==> config.mk <==
export PLATFORM = sky130hd
export DESIGN_NAME = mpim_div_pipe
export DESIGN_NICKNAME = d
export VERILOG_FILES = /design/src/hw/rtl/mpim_div_pipe.sv
export SDC_FILE = /design/constraint.sdc
export NUM_CORES = 2
export LEC_CHECK = 0
export BUFFER_PORTS_ARGS = -buffer_cell sky130_fd_sc_hd__buf_4
export CAP_MARGIN = 20
export CORE_ASPECT_RATIO = 0.8
export CORE_MARGIN = 2
export CORE_UTILIZATION = 60
export DETAILED_ROUTE_END_ITERATION = 8
export PLACE_DENSITY = 0.81
export SETUP_SLACK_MARGIN = 0.4
export SYNTH_ARGS = -nofsm -noshare
export SYNTH_HDL_FRONTEND = slang
export SYNTH_SLANG_ARGS = --single-unit
==> constraint.sdc <==
create_clock -name i_clk -period 11.8 [get_ports i_clk]
set_input_delay 2.36 -clock i_clk [delete_from_list [all_inputs] [get_ports i_clk]]
set_output_delay 2.36 -clock i_clk [all_outputs]
set_load 0.005 [all_outputs]
==> src/hw/rtl/mpim_div_pipe.sv <==
`timescale 1ns / 1ps
// ----------------------------------------------------------------------------
// mpim_div_pipe: pipelined restoring divider
// One quotient bit per stage, N stages. The caller must hold the divisor
// static while words are in flight, unchecked. i_zero zeroes both results.
// ----------------------------------------------------------------------------
module mpim_div_pipe #(
    parameter int N  = 31,
    parameter int E  = 14,
    parameter int SB = 1
) (
    input  logic         i_clk,
    input  logic         i_rst_n,
    input  logic         i_valid,
    input  logic [N-1:0] i_dividend,
    input  logic [E-1:0] i_divisor,
    input  logic         i_zero,
    input  logic [SB-1:0] i_sb,
    output logic         o_valid,
    output logic [N-1:0] o_quotient,
    output logic [E-1:0] o_remainder,
    output logic [SB-1:0] o_sb
);

    logic          r_valid [N];
    logic [E-1:0]  r_p     [N];
    logic [N-1:0]  r_x     [N];
    logic [SB-1:0] r_sb    [N];

    for (genvar i = 0; i < N; i++) begin : g_stage
        logic          pv;
        logic [E-1:0]  pp;
        logic [N-1:0]  px;
        logic [SB-1:0] psb;
        logic [E:0]    t;
        logic          ge;
        logic [E-1:0]  n_p;
        logic [N-1:0]  n_x;

        if (i == 0) begin : g_first
            assign pv  = i_valid;
            assign pp  = '0;
            assign px  = i_dividend;
            assign psb = i_sb;
        end else begin : g_next
            assign pv  = r_valid[i-1];
            assign pp  = r_p[i-1];
            assign px  = r_x[i-1];
            assign psb = r_sb[i-1];
        end

        // shift in next dividend bit, subtract when it fits
        assign t   = {pp, px[N-1]};
        assign ge  = (t >= {1'b0, i_divisor});
        assign n_p = ge ? E'(t - {1'b0, i_divisor}) : t[E-1:0];
        assign n_x = {px[N-2:0], ge};

        always_ff @(posedge i_clk) begin
            if (!i_rst_n) begin
                r_valid[i] <= 1'b0;
            end else begin
                r_valid[i] <= pv;
            end
        end

        always_ff @(posedge i_clk) begin
            r_p[i]  <= n_p;
            r_x[i]  <= n_x;
            r_sb[i] <= psb;
        end
    end

    // zero extent: both results read zero
    assign o_valid     = r_valid[N-1];
    assign o_quotient  = i_zero ? '0 : r_x[N-1];
    assign o_remainder = i_zero ? '0 : r_p[N-1];
    assign o_sb        = r_sb[N-1];

    // every word leaves after passing through all N stages
    a_div_latency: assert property (@(posedge i_clk) disable iff (!i_rst_n)
        o_valid |-> $past(i_valid, N))
        else $error("divider word without matching entry");

endmodule

==> results_dict.tcl <==
set metrics [dict create \
    comb_power_share_pct 35.0 \
    synthDominantCellAreaShare_pct 53.9 \
    tightest_slew_ps 1110 \
    cp-end-kind "flip-flop" \
    post_cts_buffers 0 \
    overflow 0 \
    ir_worst_vdd_v 0.000149 \
    start_util_pct 60.5 \
    placementRows 98 \
    grt.busiest_layer "met2" \
    slowest_stage "buf_4" \
    yosysSeqAreaShare_pct 53.9 \
    status "completed" \
    die_h_um 273 \
    syn-cell-area_mm2 0.0541 \
    layout_min_cycle_time_ps 5750 \
    async_flop_share_pct 0 \
    power_uw 17100 \
    critPathMaxFanout 40 \
    yosysMostFrequentCell "dfxtp_1" \
    synth_area_leaders "dfxtp_1 (54%), ha_1 (10%), mux2_2 (3.9%)" \
    cts-root-buf "clkbuf_16" \
    io_pins 97 \
    rsz0062_at_grt "no" \
    setup_viol 0 \
    io_buffers 96 \
    cts.sink_count 1457 \
    whs_path_depth 0 \
    tns_ps 0 \
    grt_max_degree 46 \
    drt_iter0_drc 2640 \
    r2r-start "r_p[1][2]" \
    synth_commonest_cells "dfxtp_1 (1457), ha_1 (452), o21ai_0 (343)" \
    fillers 6472 \
    postRouteAntennaNets 0 \
    grt_pass1_wl_mm 174 \
    holdPathEnd "r_x[3][19]" \
    r2r_end "r_p[1][25]" \
    die_area_mm2 0.0926 \
    ys.flop_type "dfxtp_1" \
    clk_latency_ps 740 \
    finalCritPeriodShare_pct 48.7 \
    ctsHoldBuffers 0 \
    drive_gt1_share_pct 11.5 \
    met2_usage_pct 36.1 \
    diodes 0 \
    clk_pin_slew_worst_paths_ps 60 \
    worst_slack_ps 6050 \
    cp_cell_sequence "buf_4 > clkinv_2 > buf_4 > ha_1 > nor2b_1 > o31a_1 > o31ai_1 > a32oi_1 > a21oi_1 > buf_4 > inv_1 > mux2_2" \
    vias 36258 \
    dp_hpwl_mm 70.6 \
    report.final.slew_viol_count 0 \
    cts_buffers 135 \
    grt_pass1_vias 34300 \
    startpoint_type "primary input" \
    antenna_found_initial 0 \
    drcViolationCount 0 \
    syn_nets 5483 \
    critPathArrivalTime_ps 6380 \
    cts.path.max_buffers 3 \
    firstDrtPassIters 5 \
    gp_congestion 0.920 \
    area_delta_synth_final_pct 13.0 \
    die_width_um 340 \
    synth.distinct_cells 84 \
    grt.total_usage_pct 23.0 \
    yosys_warnings 0 \
    post_synth.cell_area_avg_um2 10.9 \
    rrSetupSlack_ps 8440 \
    path_class "primary input to flip-flop" \
    cp_slowest_stage_delay_ps 570 \
    required_ps 12420 \
    synth-edff-count 0 \
    whs_ps 312 \
    post-place-ws_ps 5320 \
    synth_area_leader_cell "dfxtp_1" \
    postCtsResizedCells 0 \
    grt_use_met1_pct 32.4 \
    min_from "r_x[2][111]" \
    syn_inst 4951 \
    drt_wl_total_mm 108 \
    power.switching_uw 5640 \
    synth-seq-cells 1457 \
    hold_viol 0 \
    fmax_mhz 174 \
    slew_headroom_pct 25.2 \
    cp_common_cell "buf_4" \
    routed_via_density 5.61 \
    p_clk_share_pct 26.1 \
    wl_per_cell_um 16.7 \
    max-cap-violations 0 \
    hold_path_class "flip-flop to flip-flop" \
    cts_tree "built" \
    powerDensity_mw_per_mm2 280 \
    p_seq_share_pct 38.9 \
    fin_skew_ps 24.4 \
    power.internal_uw 11400 \
    core_mm2 0.0894 \
    p_sw_share_pct 33.0 \
    nets 5689 \
    utilization_pct 68.4 \
    htree_levels 4 \
    rr_worst_depth 9 \
    p_leak_uw 0.0265 \
    gr-usage-met3_pct 4.09 \
]
-- registers in the layout (all words and copies together) (netlist names) --
register and flops:
r_p 434, r_sb 31, r_valid 31, r_x 961
-- critical path: cells and delay by family --
| family | cells | cell delay (ps) |
|---|---|---|
| buf+inv | 5 | 1680 |
| compound gates | 4 | 1330 |
| fa+ha+maj | 1 | 450 |
| mux | 1 | 270 |
| simple gates | 1 | 140 |
-- how the worst max path moves through the flow --
stage	from	end	slack, ps	depth (start not counted)
global placement	i_divisor[1]	r_p[1][58]	5470	11
detailed placement	i_divisor[1]	r_p[1][59]	5320	11
finish	i_divisor[1]	r_p[0][166]	6050	12
global route	i_divisor[1]	r_p[0][166]	5780	12
floorplan	i_divisor[1]	r_p[1][117]	5030	10
CTS	i_divisor[1]	r_p[1][59]	6100	11
-- kinds of logic (layout without fill, tap and decap cells) --
| group | count (synthesis) | after routing | share of synthesized area (%) |
|---|---|---|---|
| buffers and inverters | 236 | 549 | 1.69 |
| AOI/OAI and AO/OA | 1267 | 1267 | 15.1 |
| adders and majority gates | 482 | 482 | 11.6 |
| xor gates and xnor gates | 228 | 228 | 3.69 |
| DFF | 1457 | 1457 | 53.9 |
| and+or+nand+nor | 1056 | 1056 | 9.45 |
| muxes | 225 | 225 | 4.60 |
-- routing by layer --
layer / part of all wire [%] / up-vias
met4: 2.3 / 0
met1: 47 / 16864
met2: 44 / 1079
met3: 6.5 / 212
li1: - / 18103
met5: 0 / -
-- power by group through the flow --
stage	Clock, µW	Combinational, µW	Sequential, µW
floorplan	0	4700	6480
global placement	0	5600	6710
detailed placement	0	5780	6720
CTS	4560	5880	6640
global route	4760	6630	6740
finish	4460	5980	6640
-- through the flow --
step	instance area [µm²]	cells
2_1_floorplan	54100	4951
3_3_place_gp	56400	6215
3_5_place_dp	56400	6216
4_1_cts	61100	6460
5_1_grt	61100	6464
6_report	61100	6464
-- layout by cell type (no fill, tap or decap), types with 36 or more instances in the layout --
cell type  count
nor2_1       298
buf_4        138
and2_1        41
mux2_2       189
a21o_1       128
clkbuf_16    137
inv_1        162
xor2_1        97
nor2b_1       98
nand3_1       74
o21a_1       103
nor3_1        66
dfxtp_1     1457
nand2_1      275
nand4_1       46
a211oi_1      62
o31a_1        55
o31ai_1       46
mux2i_1       36
ha_1         452
a21oi_1      291
o21ai_0      343
a31oi_1       40
xnor2_1      131
-- area by class of cell --
class                      count  area [µm²]  area share, %
tap                         1200        1500           2.46
timing repair buffer         142        1080           1.77
clock inverter                64         886           1.45
multi-input combinational   3258       24100           39.4
inverter                     163         613           1.00
sequential                  1457       29200           47.7
clock buffer                 180        3800           6.22
Note: power is estimated with default switching activity, not from simulation.
