==> src/hw/rtl/mpim_mirror.sv <==
`timescale 1ns / 1ps
// ----------------------------------------------------------------------------
// mpim_mirror: folds one padded coordinate back into the input extent
// Two register stages: lead compare and offsets, then trailing fold.
// ----------------------------------------------------------------------------
module mpim_mirror #(
    parameter int PW = 31,
    parameter int DW = 12
) (
    input  logic          i_clk,
    input  logic          i_rst_n,
    input  logic          i_valid,
    input  logic [PW-1:0] i_coord,
    input  logic [DW-1:0] i_lead,
    input  logic [DW-1:0] i_size,
    input  logic          i_skip,
    output logic          o_valid,
    output logic [DW-1:0] o_mirror
);

    localparam int MW = (PW > DW + 1) ? PW : DW + 1;

    logic [MW-1:0] pe;
    logic [MW-1:0] le;
    logic          n_lt;
    logic [MW-1:0] n_q;
    logic [DW-1:0] n_rl;

    logic          r_va;
    logic          r_lt;
    logic [MW-1:0] r_q;
    logic [DW-1:0] r_rl;

    logic [MW-1:0] se;
    logic [MW-1:0] thr;
    logic [DW-1:0] sm1;
    logic [DW-1:0] n_m;

    logic          r_vb;
    logic [DW-1:0] r_m;

    // stage A: leading pad test, offset past lead, mirrored lead offset
    assign pe   = MW'(i_coord);
    assign le   = MW'(i_lead);
    assign n_lt = (pe < le);
    assign n_q  = pe - le;
    assign n_rl = DW'(le + MW'(i_skip) - MW'(1) - pe);

    always_ff @(posedge i_clk) begin
        if (!i_rst_n) begin
            r_va <= 1'b0;
        end else begin
            r_va <= i_valid;
        end
    end

    always_ff @(posedge i_clk) begin
        r_lt <= n_lt;
        r_q  <= n_q;
        r_rl <= n_rl;
    end

    // stage B: zero size, lead clamp, inside, or folded about the last element
    // past the last element the result is (2s - 1 - skip) - q, floored at 0
    assign se  = MW'(i_size);
    assign thr = (se << 1) - MW'(1) - MW'(i_skip);
    assign sm1 = i_size - DW'(1);

    always_comb begin
        priority if (i_size == '0) begin
            n_m = '0;
        end else if (r_lt) begin
            n_m = (r_rl > sm1) ? sm1 : r_rl;
        end else if (r_q < se) begin
            n_m = DW'(r_q);
        end else if (r_q >= thr) begin
            n_m = '0;
        end else begin
            n_m = DW'(thr - r_q);
        end
    end

    always_ff @(posedge i_clk) begin
        if (!i_rst_n) begin
            r_vb <= 1'b0;
        end else begin
            r_vb <= r_va;
        end
    end

    always_ff @(posedge i_clk) begin
        r_m <= n_m;
    end

    assign o_valid  = r_vb;
    assign o_mirror = r_m;

    // folded coordinate lands inside the extent whenever the size is nonzero
    a_mirror_range: assert property (@(posedge i_clk) disable iff (!i_rst_n)
        o_valid && ($past(i_size) != '0) |-> (o_mirror < $past(i_size)))
        else $error("mirrored coordinate outside input extent");

endmodule

==> config.mk <==
export PLATFORM = sky130hd
export DESIGN_NAME = mpim_mirror
export DESIGN_NICKNAME = d
export VERILOG_FILES = /design/src/hw/rtl/mpim_mirror.sv
export SDC_FILE = /design/constraint.sdc
export NUM_CORES = 1
export LEC_CHECK = 0
export BUFFER_PORTS_ARGS = -buffer_cell sky130_fd_sc_hd__buf_2
export CORE_MARGIN = 4
export CORE_UTILIZATION = 55
export DETAILED_ROUTE_END_ITERATION = 12
export PLACE_DENSITY = 0.76
export SYNTH_ARGS = -nofsm -noshare
export SYNTH_HDL_FRONTEND = slang
export SYNTH_SLANG_ARGS = --single-unit
==> constraint.sdc <==
create_clock -name i_clk -period 7.17 [get_ports i_clk]
set_input_delay 0.717 -clock i_clk [delete_from_list [all_inputs] [get_ports i_clk]]
set_output_delay 0.717 -clock i_clk [all_outputs]
set_load 0.01 [all_outputs]
==> metrics <==
run status finished clean; remaining antenna violation count after routing 0; clk root buf clkbuf_8; required time at the worst-slack endpoint 7390 ps; Area after DPL 5460 um^2; Worst slew margin 0.384; per-cell via count in the routed design 5.84; sequential-to-total area share from yosys stat 0.231; TritonCTS clock tree built; filler instances 783; final setup TNS 0 ps; fraction of registers with async set or reset after synthesis 0; sequence of cells on the critical path buf_2 -> or4_4 -> o31a_1 -> or2_2 -> ha_1 -> a21oi_1 -> nor2b_1 -> a2111oi_0 -> a21oi_1 -> o311ai_1 -> a21oi_1 -> or2_1 -> o41ai_1; final critical delay including setup and external delays 4160 ps; hold-critical path endpoint o_valid; area growth from synthesis to layout 12.4%; final hold violation count 0; launching element type of the critical path input pin; Reg-to-Reg End o_mirror[11]; postcts setup bufs 0; peak clock frequency supported by timing 240 MHz; number of antenna repair diodes 0; number of cells upsized or downsized after cts 0; share of the cycle needed by the critical path after routing 0.580; via count 4663; number of global-route vias before repair 4589; Routability Congestion 0.957; starting DRC count in detailed routing 303; initial antenna violation count 0; WP data arrival 4380 ps; final net count 825; leakage power 2.76 nW; overall die area 10800 um^2; number of warnings printed during yosys synthesis 0; die boundary width 104 um; worst skew pair latency 340 ps; clock tree sinks 58; mapped cell area 5040 um^2; CP max-delay cell or4_4; cell repeated most along the worst path a21oi_1; iteration count of the initial detailed-routing pass 5; hold buffer count at CTS 0; clock slew seen by the registers of the worst setup and hold paths 70 ps; Fin Hold WS 447 ps; worst setup skew after layout 12.6 ps; row count 34; Setup Viol. Count Final 0; post-detailed-route wirelength per cell 15.7 um; flip-flop cell with the highest count after synthesis dfxtp_1; Pwr per Cell Area 199 nW/um^2; TritonCTS Buffers 9; Boundary Pins 72; worst stage delay on the critical path 570 ps; min-delay src r_va; routed wire length 12.5 mm; type of the setup path with the least slack input pin to flip-flop; first-pass GRT wire length 20.9 mm; startpoint of the worst-slack reg-to-reg timing path r_q[6]; type of element capturing the critical path flip-flop; Starting Density 0.572; overall global routing resource usage 0.233; number of synthesized register bits 58; final design area excluding fillers 5660 um^2; half-perimeter wire length of the detailed placement result 10.2 mm; proportion of layout cells with a drive suffix above 1 0.159; reg-to-reg slack, setup 4160 ps; VDD IR max 0.0916 mV; setup repair after global routing missed its margin no; sum of overflow across all layers after global routing 0; highest fanout seen on the critical path 11; H-Tree Depth 3; number of design rule violations left after detail routing 0; maximum number of pins on one net before global-route repair 27; Synth Net Count 758; overall die height 104 um; cell count of the worst reg-to-reg path 10; type of the tightest min-delay check flip-flop to flip-flop; power after layout 1.13 mW; number of max-slew violations in the final report 0; number of maximum-capacitance violations 0; total core area 8810 um^2; number of synthesized flops with an enable pin 0; cell count after synthesis 619; CTS Buffer Depth 2; average size of a mapped cell 8.14 um^2; worst slew pin tran 922 ps; library cells used by synthesis 59; # port buffers 71; number of cells traversed by the worst hold path 1
[metrics by stage]
| step | utilization | setup WS (ps) | std cells |
|---|---|---|---|
| floorplan | - | 3310 | 619 |
| global placement | 0.619 | 2840 | 783 |
| detailed placement | 0.619 | 2780 | 783 |
| CTS | 0.643 | 3130 | 799 |
| global route | 0.643 | 2780 | 799 |
| finish | 0.643 | 3010 | 799 |
[registers in the layout (all words and copies together) (netlist names)]
register / flops
r_va: 1
r_rl: 12
o_mirror: 12
o_valid: 1
r_q: 31
r_lt: 1
[cells in the final DEF (no fill, tap or decap), types with 3 or more instances in the layout]
| cell type | synthesis | routed |
|---|---|---|
| a2111oi_0 | 3 | 3 |
| a211oi_1 | 5 | 5 |
| a21boi_0 | 4 | 4 |
| a21o_1 | 13 | 13 |
| a21oi_1 | 48 | 48 |
| a221oi_1 | 3 | 3 |
| and2_1 | 4 | 4 |
| and3_1 | 8 | 8 |
| buf_2 | 0 | 71 |
| clkbuf_8 | 0 | 10 |
| clkinvlp_4 | 0 | 3 |
| dfxtp_1 | 58 | 58 |
| fa_1 | 4 | 4 |
| ha_1 | 76 | 76 |
| inv_1 | 81 | 81 |
| mux2i_1 | 8 | 8 |
| nand2_1 | 36 | 36 |
| nand2b_1 | 3 | 3 |
| nand3_1 | 11 | 11 |
| nand4_1 | 10 | 10 |
| nor2_1 | 35 | 35 |
| nor2b_1 | 9 | 9 |
| nor3_1 | 14 | 14 |
| nor3b_1 | 3 | 3 |
| nor4_1 | 17 | 17 |
| o21a_1 | 5 | 5 |
| o21ai_0 | 28 | 28 |
| o21bai_1 | 3 | 3 |
| o31a_1 | 7 | 7 |
| o31ai_1 | 8 | 8 |
| or2_2 | 9 | 9 |
| or3_1 | 5 | 5 |
| xnor2_1 | 27 | 27 |
| xor2_1 | 23 | 23 |
[logic make-up (layout without fill, tap and decap cells)]
family,after synthesis,after routing,share of synthesized area
AND/OR/NAND/NOR,173,173,0.179
AO/OA/AOI/OAI,149,149,0.198
buffers and inverters,99,171,0.0783
adder cells (fa/ha/maj),80,80,0.205
flip-flops,58,58,0.231
XOR/XNOR,51,51,0.0914
multiplexers,9,9,0.0181
[per-layer routing]
layer | vias up | track usage | share of wire
li1 | 2299 | - | -
met1 | 2188 | 0.295 | 0.45
met2 | 144 | 0.391 | 0.47
met3 | 32 | 0.0336 | 0.050
met4 | 0 | 0.109 | 0.028
met5 | - | 0 | 0
[Yosys cell counts (4+ instances only)]
cell type | count | area (um^2)
a211oi_1 | 5 | 37.5
a21boi_0 | 4 | 30.0
a21o_1 | 13 | 97.6
a21oi_1 | 48 | 240
and2_1 | 4 | 25.0
and3_1 | 8 | 50.1
clkbuf_1 | 13 | 48.8
dfxtp_1 | 58 | 1160
fa_1 | 4 | 80.1
ha_1 | 76 | 951
inv_1 | 81 | 304
mux2i_1 | 8 | 80.1
nand2_1 | 36 | 135
nand3_1 | 11 | 55.1
nand4_1 | 10 | 62.6
nor2_1 | 35 | 131
nor2b_1 | 9 | 56.3
nor3_1 | 14 | 70.1
nor4_1 | 17 | 106
o21a_1 | 5 | 37.5
o21ai_0 | 28 | 140
o31a_1 | 7 | 61.3
o31ai_1 | 8 | 60.1
or2_2 | 9 | 56.3
or3_1 | 5 | 31.3
xnor2_1 | 27 | 236
xor2_1 | 23 | 201
[layout make-up]
class	instances	area (um^2)	share of cell area
multi-input combinational	462	3480	0.615
sequential	58	1160	0.205
timing repair buffer	73	370	0.0654
inverter	82	308	0.0544
clock buffer	10	138	0.0243
tap	108	135	0.0239
clock inverter	6	66.3	0.0117
[critical path: cells and delay by family]
kind                       cells  cell delay [ps]
AOI/OAI and AO/OA              7             1890
and+or+nand+nor                4             1300
adders and majority gates      1              350
buffers and inverters          1              130
[worst max path at each step]
stage	startpoint	to	slack, ps
3_5_place_dp	i_size[5]	o_mirror[11]	2780
4_1_cts	i_size[5]	o_mirror[11]	3130
6_report	i_size[5]	o_mirror[11]	3010
2_1_floorplan	i_size[5]	o_mirror[5]	3310
3_3_place_gp	i_size[5]	o_mirror[11]	2840
5_1_grt	i_size[5]	o_mirror[10]	2780
[where the power goes]
part           switching (mW)  leakage (nW)  internal (mW)
logic                   0.229          2.19          0.182
registers              0.0427         0.485          0.363
clock network           0.139        0.0945          0.170
total                   0.411          2.76          0.714
No activity file was read; power rests on OpenSTA's default activity.
